===== src/tsp_pkg.sv =====
// shared types, constants and helpers for the track stream to pulse widths block
`timescale 1ns / 1ps
`default_nettype none

package tsp_pkg;

	localparam int STORE_BYTES  = 16384;
	localparam int START_OFFSET = 4;
	localparam int ADDR_W       = $clog2(STORE_BYTES);

	localparam logic [ADDR_W-1:0] PTR_START = ADDR_W'(START_OFFSET);
	localparam logic [ADDR_W-1:0] PTR_LAST  = ADDR_W'(STORE_BYTES - 1);
	localparam logic [ADDR_W-1:0] STEP_MAX  = ADDR_W'(STORE_BYTES - 1);

	localparam logic [7:0] FILLER_BYTE   = 8'h55;
	localparam logic [7:0] MARK_UNKNOWN  = 8'hff;
	localparam logic [7:0] END_RESET     = 8'hff;
	localparam logic [7:0] SECTOR_RESET  = 8'h01;

	localparam logic [1:0] FUNC_WRITE  = 2'd0;
	localparam logic [1:0] FUNC_REWIND = 2'd1;
	localparam logic [1:0] FUNC_FETCH  = 2'd2;

	localparam logic CFG_END_MARKER    = 1'b0;
	localparam logic CFG_SECTOR_MARKER = 1'b1;

	localparam logic [1:0] CAP_SIDE   = 2'd0;
	localparam logic [1:0] CAP_TRACK  = 2'd1;
	localparam logic [1:0] CAP_SECTOR = 2'd2;

	typedef struct packed {
		logic [1:0]        func;
		logic [ADDR_W-1:0] address;
		logic [7:0]        data;
	} req_t;

	typedef struct packed {
		logic [3:0] pulse_a;
		logic [3:0] pulse_b;
		logic [3:0] pulse_c;
		logic [3:0] pulse_d;
		logic [7:0] cur_side;
		logic [7:0] cur_track;
		logic [7:0] cur_sector;
		logic       is_filler;
	} res_t;

	typedef enum logic [2:0] {
		ST_IDLE,
		ST_CHECK,
		ST_EXAM,
		ST_CAP_RD,
		ST_CAP_WR
	} state_t;

	typedef struct packed {
		logic       wr_en;
		logic       rewind;
		logic       load_steps;
		logic       dec_steps;
		logic       rd_issue;
		logic       advance;
		logic       cap_en;
		logic [1:0] cap_sel;
		logic       set_result;
		logic       filler;
	} cmd_t;

	typedef struct packed {
		logic steps_zero;
		logic is_end;
		logic is_zero;
		logic is_sector;
	} stat_t;

	function automatic logic [3:0] reload_of_code(input logic [1:0] code);
		logic [3:0] r;
		case (code)
			2'd0:    r = 4'd7;
			2'd1:    r = 4'd7;
			2'd2:    r = 4'd11;
			2'd3:    r = 4'd15;
			default: r = 4'd7;
		endcase
		return r;
	endfunction

endpackage

`default_nettype wire


===== src/tsp_ctrl.sv =====
// controller state machine: sequences the store walk for a fetch request
`timescale 1ns / 1ps
`default_nettype none

module tsp_ctrl import tsp_pkg::*; (
	input  wire logic       clk,
	input  wire logic       arst_n,
	input  wire logic       start,
	input  wire logic [1:0] func,
	input  wire stat_t      stat,
	output logic            busy,
	output cmd_t            cmd
);

	state_t     state_q, state_d;
	logic [1:0] cap_cnt_q;

	assign busy = (state_q != ST_IDLE);

	always_ff @(posedge clk or negedge arst_n) begin
		if (!arst_n) begin
			state_q   <= ST_IDLE;
			cap_cnt_q <= CAP_SIDE;
		end else begin
			state_q <= state_d;
			if (state_q == ST_EXAM) begin
				cap_cnt_q <= CAP_SIDE;
			end else if (state_q == ST_CAP_WR) begin
				cap_cnt_q <= cap_cnt_q + 2'd1;
			end
		end
	end

	// next state
	always_comb begin
		state_d = state_q;
		case (state_q)
			ST_IDLE: begin
				if (start && func == FUNC_FETCH) state_d = ST_CHECK;
			end
			ST_CHECK: begin
				state_d = stat.steps_zero ? ST_IDLE : ST_EXAM;
			end
			ST_EXAM: begin
				if (stat.is_end) state_d = ST_IDLE;
				else if (stat.is_zero) state_d = ST_CHECK;
				else if (stat.is_sector) state_d = ST_CAP_RD;
				else state_d = ST_IDLE;
			end
			ST_CAP_RD: begin
				state_d = ST_CAP_WR;
			end
			ST_CAP_WR: begin
				state_d = (cap_cnt_q == CAP_SECTOR) ? ST_CHECK : ST_CAP_RD;
			end
			default: begin
				state_d = ST_IDLE;
			end
		endcase
	end

	// outputs
	always_comb begin
		cmd = '0;
		cmd.cap_sel = cap_cnt_q;
		case (state_q)
			ST_IDLE: begin
				if (start) begin
					case (func)
						FUNC_WRITE:  cmd.wr_en = 1'b1;
						FUNC_REWIND: cmd.rewind = 1'b1;
						FUNC_FETCH:  cmd.load_steps = 1'b1;
						default:     cmd = cmd;
					endcase
				end
			end
			ST_CHECK: begin
				if (stat.steps_zero) begin
					cmd.set_result = 1'b1;
					cmd.filler     = 1'b1;
				end else begin
					cmd.dec_steps = 1'b1;
					cmd.rd_issue  = 1'b1;
				end
			end
			ST_EXAM: begin
				if (stat.is_end) begin
					cmd.set_result = 1'b1;
					cmd.filler     = 1'b1;
				end else begin
					cmd.advance = 1'b1;
					if (!stat.is_zero && !stat.is_sector) cmd.set_result = 1'b1;
				end
			end
			ST_CAP_RD: begin
				cmd.rd_issue = 1'b1;
			end
			ST_CAP_WR: begin
				cmd.cap_en  = 1'b1;
				cmd.advance = 1'b1;
			end
			default: begin
				cmd = '0;
			end
		endcase
	end

endmodule

`default_nettype wire


===== config.mk =====
export PLATFORM = sky130hd
export DESIGN_NAME = tsp_ctrl
export DESIGN_NICKNAME = d
export VERILOG_FILES = /design/src/tsp_pkg.sv /design/src/tsp_ctrl.sv
export SDC_FILE = /design/constraint.sdc
export NUM_CORES = 1
export LEC_CHECK = 0
export BUFFER_PORTS_ARGS = -buffer_cell sky130_fd_sc_hd__buf_4
export CAP_MARGIN = 15
export CORE_AREA = 5 5 42 44
export DETAILED_ROUTE_END_ITERATION = 8
export DIE_AREA = 0 0 47 49
export SLEW_MARGIN = 30
export SYNTH_ARGS = -nofsm -noshare
export SYNTH_HDL_FRONTEND = slang
export SYNTH_SLANG_ARGS = --single-unit

===== constraint.sdc =====
create_clock -name clk -period 1.6 [get_ports clk]
set_input_delay 0.24 -clock clk [delete_from_list [all_inputs] [get_ports clk]]
set_output_delay 0.24 -clock clk [all_outputs]
set_load 0.005 [all_outputs]

== Yosys cells after proc, flatten, opt, wreduce, memory -nomap -nowiden ==
Cells that the tools add are included.
Word-level totals
  flip-flop bits (word level): 5
  logic and storage cells: 46
Cells by class
  $add $sub $neg: 1
  eq/ne operators: 8
  muxes and demuxes: 26
  reductions and logical operators: 9
Operator list (number)
  2-bit 2-to-1 mux: 9
  3-bit one-hot mux with 5 select lines: 1
  11-bit 2-to-1 mux: 1
  1-bit 2-to-1 mux: 7
  3-bit by 2-bit equality test with 1-bit output (second input constant): 2
  3-bit 2-to-1 mux: 2
  1-bit one-hot mux with 3 select lines: 2
  2-bit one-hot mux with 3 select lines: 1
  2-bit equality test (second input constant): 2
  1-bit one-hot mux with 2 select lines: 2
  2-bit one-hot mux with 2 select lines: 1
  4-bit OR reduction: 1
  3-bit by 1-bit equality test with 1-bit output (second input constant): 1
  3-bit equality test (second input constant): 1
  3-bit zero test: 1
  3-bit nonzero test: 1
  2-bit by 1-bit adder with 2-bit output (second input constant): 1
  2-bit by 1-bit equality test with 1-bit output (second input constant): 1
  1-bit logical AND: 2
  1-bit zero test: 2
  2-bit zero test: 1
  2-bit inequality test (second input constant): 1
  2-bit nonzero test: 1

== Depth between registers and ports, before layout ==
Gate-level depths: netlist of run 1.
  depth after elaboration: 5
  gate-level depth with buffers: 4

== Worst setup path after synthesis of run 1 ==
Ideal clock, no wire load.
  path kind: register to output
  start point: register state_q[0]
  end point: output cmd[10] (netlist name)
  data arrival time: 1.105 ns
  data required time: 1.360 ns
  path slack: 0.255 ns
  cell stages (with the launch flop): 4
  cell sequence: dfrtp_1 -> buf_6 -> or3_4 -> nor4b_4
RTL lines
  start, declared: RTL line tsp_ctrl.sv:15  | state_t state_q, state_d;
  start signal, assigned: RTL line tsp_ctrl.sv:25  | state_q <= state_d;
  end, declared: RTL line tsp_ctrl.sv:12  | output cmd_t cmd

==> impl_metrics.py, run 1 <==
metrics = {
    "sta": {
        "finalClockSkew_ns": 0.004080,
        "slew_viol_final": 0,
        "timing.max_slew.rel_slack": 0.8413,
        "rsz0062_at_grt": "yes",
        "hold_viol_final": 0,
        "timing.final.crit_share": 1.025,
        "layout_setup_ws_ns": -0.03951,
        "post-route-min-period_ns": 1.640,
        "worstMarginPinSlew_ns": 0.2380,
        "fmax_ghz": 0.6099,
        "final-setup-viol-count": 2,
    },
    "power": {
        "share_clk_of_total_power": 0.154,
        "max_rail_drop_vdd_v": 0.0009422,
        "power_density_nw_per_um2": 1457,
        "total_power_mw": 0.9371,
        "power_report.internal_total_mw": 0.5857,
        "seqPwrFrac": 0.225,
        "power.net_switching_mw": 0.3514,
        "combPwrFrac": 0.621,
        "netSwitchingFraction": 0.3750,
        "cellLeakagePower_nw": 0.3175,
    },
    "worst_hold_path": {
        "hp-start": "stat[1]",
        "end_of_the_worst_hold_path": "state_q[1]$_DFFE_PN0P_",
        "timing.hold.worst_path_depth": 3,
        "hp-class": "input pin to flip-flop",
    },
    "worst_setup_path": {
        "setup.worst_path.end_class": "output pin",
        "worstRegToRegCells": 4,
        "crit_path_cell_trace": "or3_4 -> nor4b_4 -> buf_4",
        "timing.critical_path.arrival_ns": 1.40,
        "worstReg2RegStart": "state_q[2]$_DFFE_PN0P_",
        "crit_required_ns": 1.36,
        "start_kind": "flip-flop",
        "critical_path.reg2reg.endpoint": "state_q[0]$_DFFE_PN0P_",
        "critical_path_class": "flip-flop to output pin",
        "cp_slowest_stage_delay_ns": 0.43,
        "cpMaxStageDelayCell": "sky130_fd_sc_hd__or3_4",
        "ff2ff_setup_slack_ns": 0.42,
        "crit_fanout": 4,
    },
    "synth": {
        "netlist_instances": 48,
        "top_cells_by_area_in_the_synthesized_netlist": "sky130_fd_sc_hd__dfrtp_1 29%, sky130_fd_sc_hd__nor4b_4 11%, sky130_fd_sc_hd__mux2i_1 4.7%, sky130_fd_sc_hd__nor2_1 4.4%, sky130_fd_sc_hd__a22o_1 4.1%",
        "yosys_most_used_dff": "sky130_fd_sc_hd__dfrtp_1",
        "netlist.area_leader.share": 0.2907,
        "synth-edff-count": 0,
        "yosys_warnings": 0,
        "synth.largest_area_cell": "sky130_fd_sc_hd__dfrtp_1",
        "synthesis.area_per_instance_sq_um": 8.967,
        "synth_nets": 58,
        "ys_async_sr_fraction": 1.000,
        "yosys.cell_types.count": 26,
        "postSynthRegisterBits": 5,
        "synth.yosys.seq_area_share": 0.2907,
        "post_synth_most_frequent_cells": "5 x sky130_fd_sc_hd__dfrtp_1, 5 x sky130_fd_sc_hd__nor2_1, 4 x sky130_fd_sc_hd__inv_1, 3 x sky130_fd_sc_hd__a21oi_1, 3 x sky130_fd_sc_hd__o21ai_0",
        "synthesis.area_sq_um": 430.4,
    },
    "status": {
        "violations": "negative setup slack",
        "run_status": "complete, but fails checks",
    },
    "job": {
        "drv_cap": 0,
    },
    "drt": {
        "drc": 0,
        "avgRoutedWirePerCell_microns": 11.83,
        "drtAntennaViolNets": 0,
        "route.vias.total": 447,
        "postRouteWirelength_microns": 1053,
        "routed_via_density": 5.022,
        "drt-initial-drc-count": 4,
        "drtPass1Iterations": 4,
    },
    "clocking": {
        "clkSinkCount": 5,
        "cts_inserted_buffers": 3,
        "clock_insertion_delay_worst_skew_ns": 0.24,
        "cts_tree": "done",
        "clkSlewWorstSetupHoldPaths_ns": 0.04,
        "clock_tree.buffer_depth": 2,
        "ctsRootBufferMaster": "sky130_fd_sc_hd__clkbuf_4",
        "cts.repair_timing.setup_buffer_count": 0,
        "ctsHtreeMaxLevel": 1,
    },
    "die": {
        "placementRows": 14,
        "top_level_ports": 21,
        "floorplan.die_area_sq_um": 2303,
        "floorplan.initialDensity": 0.3071,
        "die-width_microns": 47,
        "core_area_sq_um": 1401,
        "die_height_microns": 49,
    },
    "cells_and_area": {
        "area_growth_syn_to_layout_pct": 49.42,
        "antennaDiodeCount": 0,
        "finish.net_count": 84,
        "layout-drive-gt1-share": 0.4384,
    },
    "place": {
        "port_buffers": 20,
        "detailed_place_hpwl_microns": 818.4,
        "detailedPlace.worstSlack_ns": 0.2188,
        "place_congestion": 0.6677,
    },
    "grt": {
        "grt_start_max_net_pins": 13,
        "grt_util_all_layers": 0.1061,
        "grt_antenna_before_repair": 0,
        "grt_overflow": 0,
        "grt_first_pass_wirelength_microns": 1773,
        "grt_pass1_vias": 420,
    },
}
[critical path: cells and delay by family (launching register included)]
kind                   cells  cell delay (ns)
flip-flops                 1             0.37
AND/OR/NAND/NOR            2             0.65
buffers and inverters      1             0.14
[what timing repair did]
| item | CTS | global route |
|---|---|---|
| setup endpoints to repair | 2 | 5 |
| hold buffers | 1 | 0 |
| gates cloned | 0 | 0 |
| pin swaps | 0 | 1 |
| resized for setup | 0 | 1 |
| hold endpoints to repair | 5 | 0 |
[stage by stage]
| stage | instances | TNS (ns) | utilization | hold slack [ns] | instance area (sq um) |
|---|---|---|---|---|---|
| final | 89 | -0.07084 | 0.4589 | 0.2848 | 643.1 |
| after global routing | 89 | -0.2229 | 0.4589 | 0.3015 | 643.1 |
| after CTS | 89 | -0.09370 | 0.4554 | 0.2801 | 638.1 |
| after detailed placement | 84 | 0 | 0.4295 | 0.04282 | 601.8 |
| after global placement | 84 | 0 | 0.4295 | 0.04255 | 601.8 |
| after floorplan | 48 | 0 | - | -0.05559 | 430.4 |
[cell type report]
cell class                 count  area, sq um
timing repair buffer          24        182.7
tap                           16        20.02
fill                         146        758.2
multi-input combinational     36        274.0
sequential                     5        125.1
clock buffer                   4        26.28
inverter                       4        15.01
[metal layers]
| metal | up-vias | part of all wire | GRT usage |
|---|---|---|---|
| met5 | - | 0 | 0 |
| met4 | 0 | 0 | 0.02765 |
| met3 | 0 | 0.082 | 0.05904 |
| met2 | 13 | 0.53 | 0.1719 |
| met1 | 211 | 0.39 | 0.1158 |
| li1 | 223 | - | - |
[flip-flops by register name (all words and copies together), names as in the netlist]
register   flops
cap_cnt_q      2
state_q        3
[layout by cell type, fill, tap and decap left out, drive strengths merged, types with 2 or more instances in the layout]
master	instances
and2	2
mux2i	2
nor4b	2
clkbuf	4
nand2b	2
a21oi	3
buf	23
dfrtp	5
inv	4
a22o	2
o21ai	4
nor2	6
nand3	2
[cells by family (layout without fill, tap and decap cells)]
family          count (synthesis)  after routing  share of synthesized area
flops                           5              5                     0.2907
compound gates                 13             13                     0.1977
fa+ha+maj                       1              1                    0.02907
buf+inv                         7             32                    0.08429
mux                             2              2                    0.04651
simple gates                   20             20                     0.3518
[power by group through the flow]
stage	sequential, mW	combinational, mW	clock [mW]
2_1_floorplan	0.201	0.369	0
3_3_place_gp	0.212	0.579	0
3_5_place_dp	0.211	0.582	0
4_1_cts	0.211	0.588	0.151
5_1_grt	0.220	0.644	0.165
6_report	0.211	0.582	0.144
[worst max path at each step]
| stage | from | end | slack (ns) | depth (start not counted) |
|---|---|---|---|---|
| after detailed placement | state_q[1]$_DFFE_PN0P_ | cmd[9] | 0.22 | 3 |
| after global routing | state_q[1]$_DFFE_PN0P_ | cmd[9] | -0.08 | 3 |
| after CTS | state_q[1]$_DFFE_PN0P_ | cmd[9] | -0.05 | 3 |
| after floorplan | state_q[0]$_DFFE_PN0P_ | cmd[10] | 0.25 | 3 |
| final | state_q[1]$_DFFE_PN0P_ | cmd[9] | -0.04 | 3 |
| after global placement | state_q[1]$_DFFE_PN0P_ | cmd[10] | 0.24 | 3 |
No activity file was read; power rests on OpenSTA's default activity.
==> inputs of run 2 (changes only) <==
CTS_BUF_LIST = sky130_fd_sc_hd__clkbuf_8 sky130_fd_sc_hd__clkbuf_16   (was unset)
GPL_TIMING_DRIVEN = 0   (was unset)
==> impl_metrics.py, run 2 (synthesis results as in run 1) <==
metrics = {
    "status": {
        "run_status": "complete, but fails checks",
        "violations": "negative setup slack",
    },
    "die": {
        "die-width_microns": 47,
        "floorplan.initialDensity": 0.3071,
        "floorplan.die_area_sq_um": 2303,
        "core_area_sq_um": 1401,
        "die_height_microns": 49,
        "placementRows": 14,
        "top_level_ports": 21,
    },
    "worst_hold_path": {
        "hp-class": "input pin to flip-flop",
    },
    "worst_setup_path": {
        "critical_path_class": "flip-flop to output pin",
        "setup.worst_path.end_class": "output pin",
        "crit_path_cell_trace": "or3_4 -> nor4b_4 -> buf_4",
        "crit_required_ns": 1.36,
        "cp_num_buf_inv": 1,
        "timing.critical_path.max_delay_family": "simple AND/OR/NAND/NOR gates",
        "crit_fanout": 4,
        "cpMaxStageDelayCell": "sky130_fd_sc_hd__or3_4",
        "timing.critical_path.arrival_ns": 1.40,
        "cp_slowest_stage_delay_ns": 0.43,
        "start_kind": "flip-flop",
    },
    "grt": {
        "grt_pass1_vias": 469,
        "grt_start_max_net_pins": 11,
        "grt_overflow": 0,
        "grt_util_all_layers": 0.1126,
        "grt_antenna_before_repair": 0,
        "grt_first_pass_wirelength_microns": 1952,
    },
    "cells_and_area": {
        "layout-drive-gt1-share": 0.4595,
        "most-common-layout-cells": "22 x sky130_fd_sc_hd__buf_4, 5 x sky130_fd_sc_hd__nor2_1, 5 x sky130_fd_sc_hd__dfrtp_1, 4 x sky130_fd_sc_hd__inv_1, 3 x sky130_fd_sc_hd__clkbuf_8",
        "largest_register_ffs": 3,
        "antennaDiodeCount": 0,
        "reg_top3": "state_q x3, cap_cnt_q x2",
        "max_flop_register": "state_q",
        "finish.net_count": 85,
        "utilization": 0.4786,
        "area_growth_syn_to_layout_pct": 55.81,
        "layout.cells.non_filler": 90,
        "layout.cells.most_common": "sky130_fd_sc_hd__buf_4",
        "post-route-cell-area_sq_um": 670.6,
    },
    "place": {
        "detailed_place_hpwl_microns": 848.4,
        "detailedPlace.worstSlack_ns": 0.1115,
        "place_congestion": 0.7106,
        "post_place_cells": 84,
        "port_buffers": 20,
        "placed_area_sq_um": 600.6,
    },
    "sta": {
        "timing.final.crit_share": 1.023,
        "layout_setup_ws_ns": -0.03751,
        "timing.hold.ws_ns": 0.3190,
        "hold_viol_final": 0,
        "slew_viol_final": 0,
        "worstMarginPinSlew_ns": 0.2731,
        "finalClockSkew_ns": 0.0009280,
        "final-setup-viol-count": 1,
        "rsz0062_at_grt": "yes",
        "post-route-min-period_ns": 1.638,
        "fmax_ghz": 0.6107,
        "timing.max_slew.rel_slack": 0.8179,
        "finalSetupTns_ns": -0.03751,
    },
    "clocking": {
        "clock_insertion_delay_worst_skew_ns": 0.22,
        "clkSinkCount": 5,
        "ctsHtreeMaxLevel": 1,
        "cts_inserted_buffers": 3,
        "clkSlewWorstSetupHoldPaths_ns": 0.03,
        "cts_tree": "done",
        "ctsRootBufferMaster": "sky130_fd_sc_hd__clkbuf_8",
        "clock_tree.buffer_depth": 2,
    },
    "drt": {
        "route.vias.total": 453,
        "drc": 0,
        "drtAntennaViolNets": 0,
        "postRouteWirelength_microns": 1090,
        "avgRoutedWirePerCell_microns": 12.11,
        "drtPass1Iterations": 4,
        "routed_via_density": 5.033,
        "drt-initial-drc-count": 10,
    },
    "power": {
        "total_power_mw": 1.048,
        "power_density_nw_per_um2": 1562,
        "max_rail_drop_vdd_v": 0.0009803,
        "cellLeakagePower_nw": 0.3333,
    },
    "job": {
        "drv_cap": 0,
    },
}
## run 2: layout make-up
class | count | area, sq um
buffer | 2 | 12.51
timing repair buffer | 23 | 175.2
multi-input combinational | 36 | 277.8
clock inverter | 1 | 3.754
tap | 16 | 20.02
sequential | 5 | 125.1
inverter | 4 | 15.01
fill | 152 | 730.7
clock buffer | 3 | 41.29
## run 2: power breakdown
part | total [mW] | switching [mW] | internal, mW | leakage [nW]
clock | 0.220 | 0.0558 | 0.164 | 0.0269
combinational | 0.617 | 0.278 | 0.339 | 0.242
sequential | 0.211 | 0.0359 | 0.175 | 0.0642
## run 2: final timing paths
path | slack [ns] | from | end | cells after the start
max reg2reg | 0.36 | state_q[2]$_DFFE_PN0P_ | state_q[0]$_DFFE_PN0P_ | 4
min in group asynchronous | 0.36 | arst_n | state_q[0]$_DFFE_PN0P_ | 2
max in group asynchronous | 1.13 | arst_n | cap_cnt_q[1]$_DFFE_PN0P_ | 2
min reg2reg | 0.54 | cap_cnt_q[0]$_DFFE_PN0P_ | cap_cnt_q[0]$_DFFE_PN0P_ | 1
min | 0.32 | stat[1] | state_q[1]$_DFFE_PN0P_ | 3
max | -0.04 | state_q[1]$_DFFE_PN0P_ | cmd[10] | 3
## run 2: repair_timing
item,4_1_cts,5_1_grt
setup endpoints to repair,2,8
pin swaps,3,2
hold buffers,1,0
setup buffers,1,1
hold endpoints to repair,5,0
gates resized for setup,2,3
## run 2: layer usage
| layer | track usage | wire, microns | part of all wire |
|---|---|---|---|
| met1 | 0.1387 | 423 | 0.39 |
| met2 | 0.1810 | 569 | 0.52 |
| met3 | 0.05166 | 98 | 0.090 |
| met4 | 0.01382 | 0 | 0 |
| met5 | 0 | 0 | 0 |
## run 2: tightest hold or removal path, cell delays in order
cell	delay, ns
sky130_fd_sc_hd__buf_4	0.09
sky130_fd_sc_hd__nand4b_1	0.10
sky130_fd_sc_hd__o21ai_1	0.06
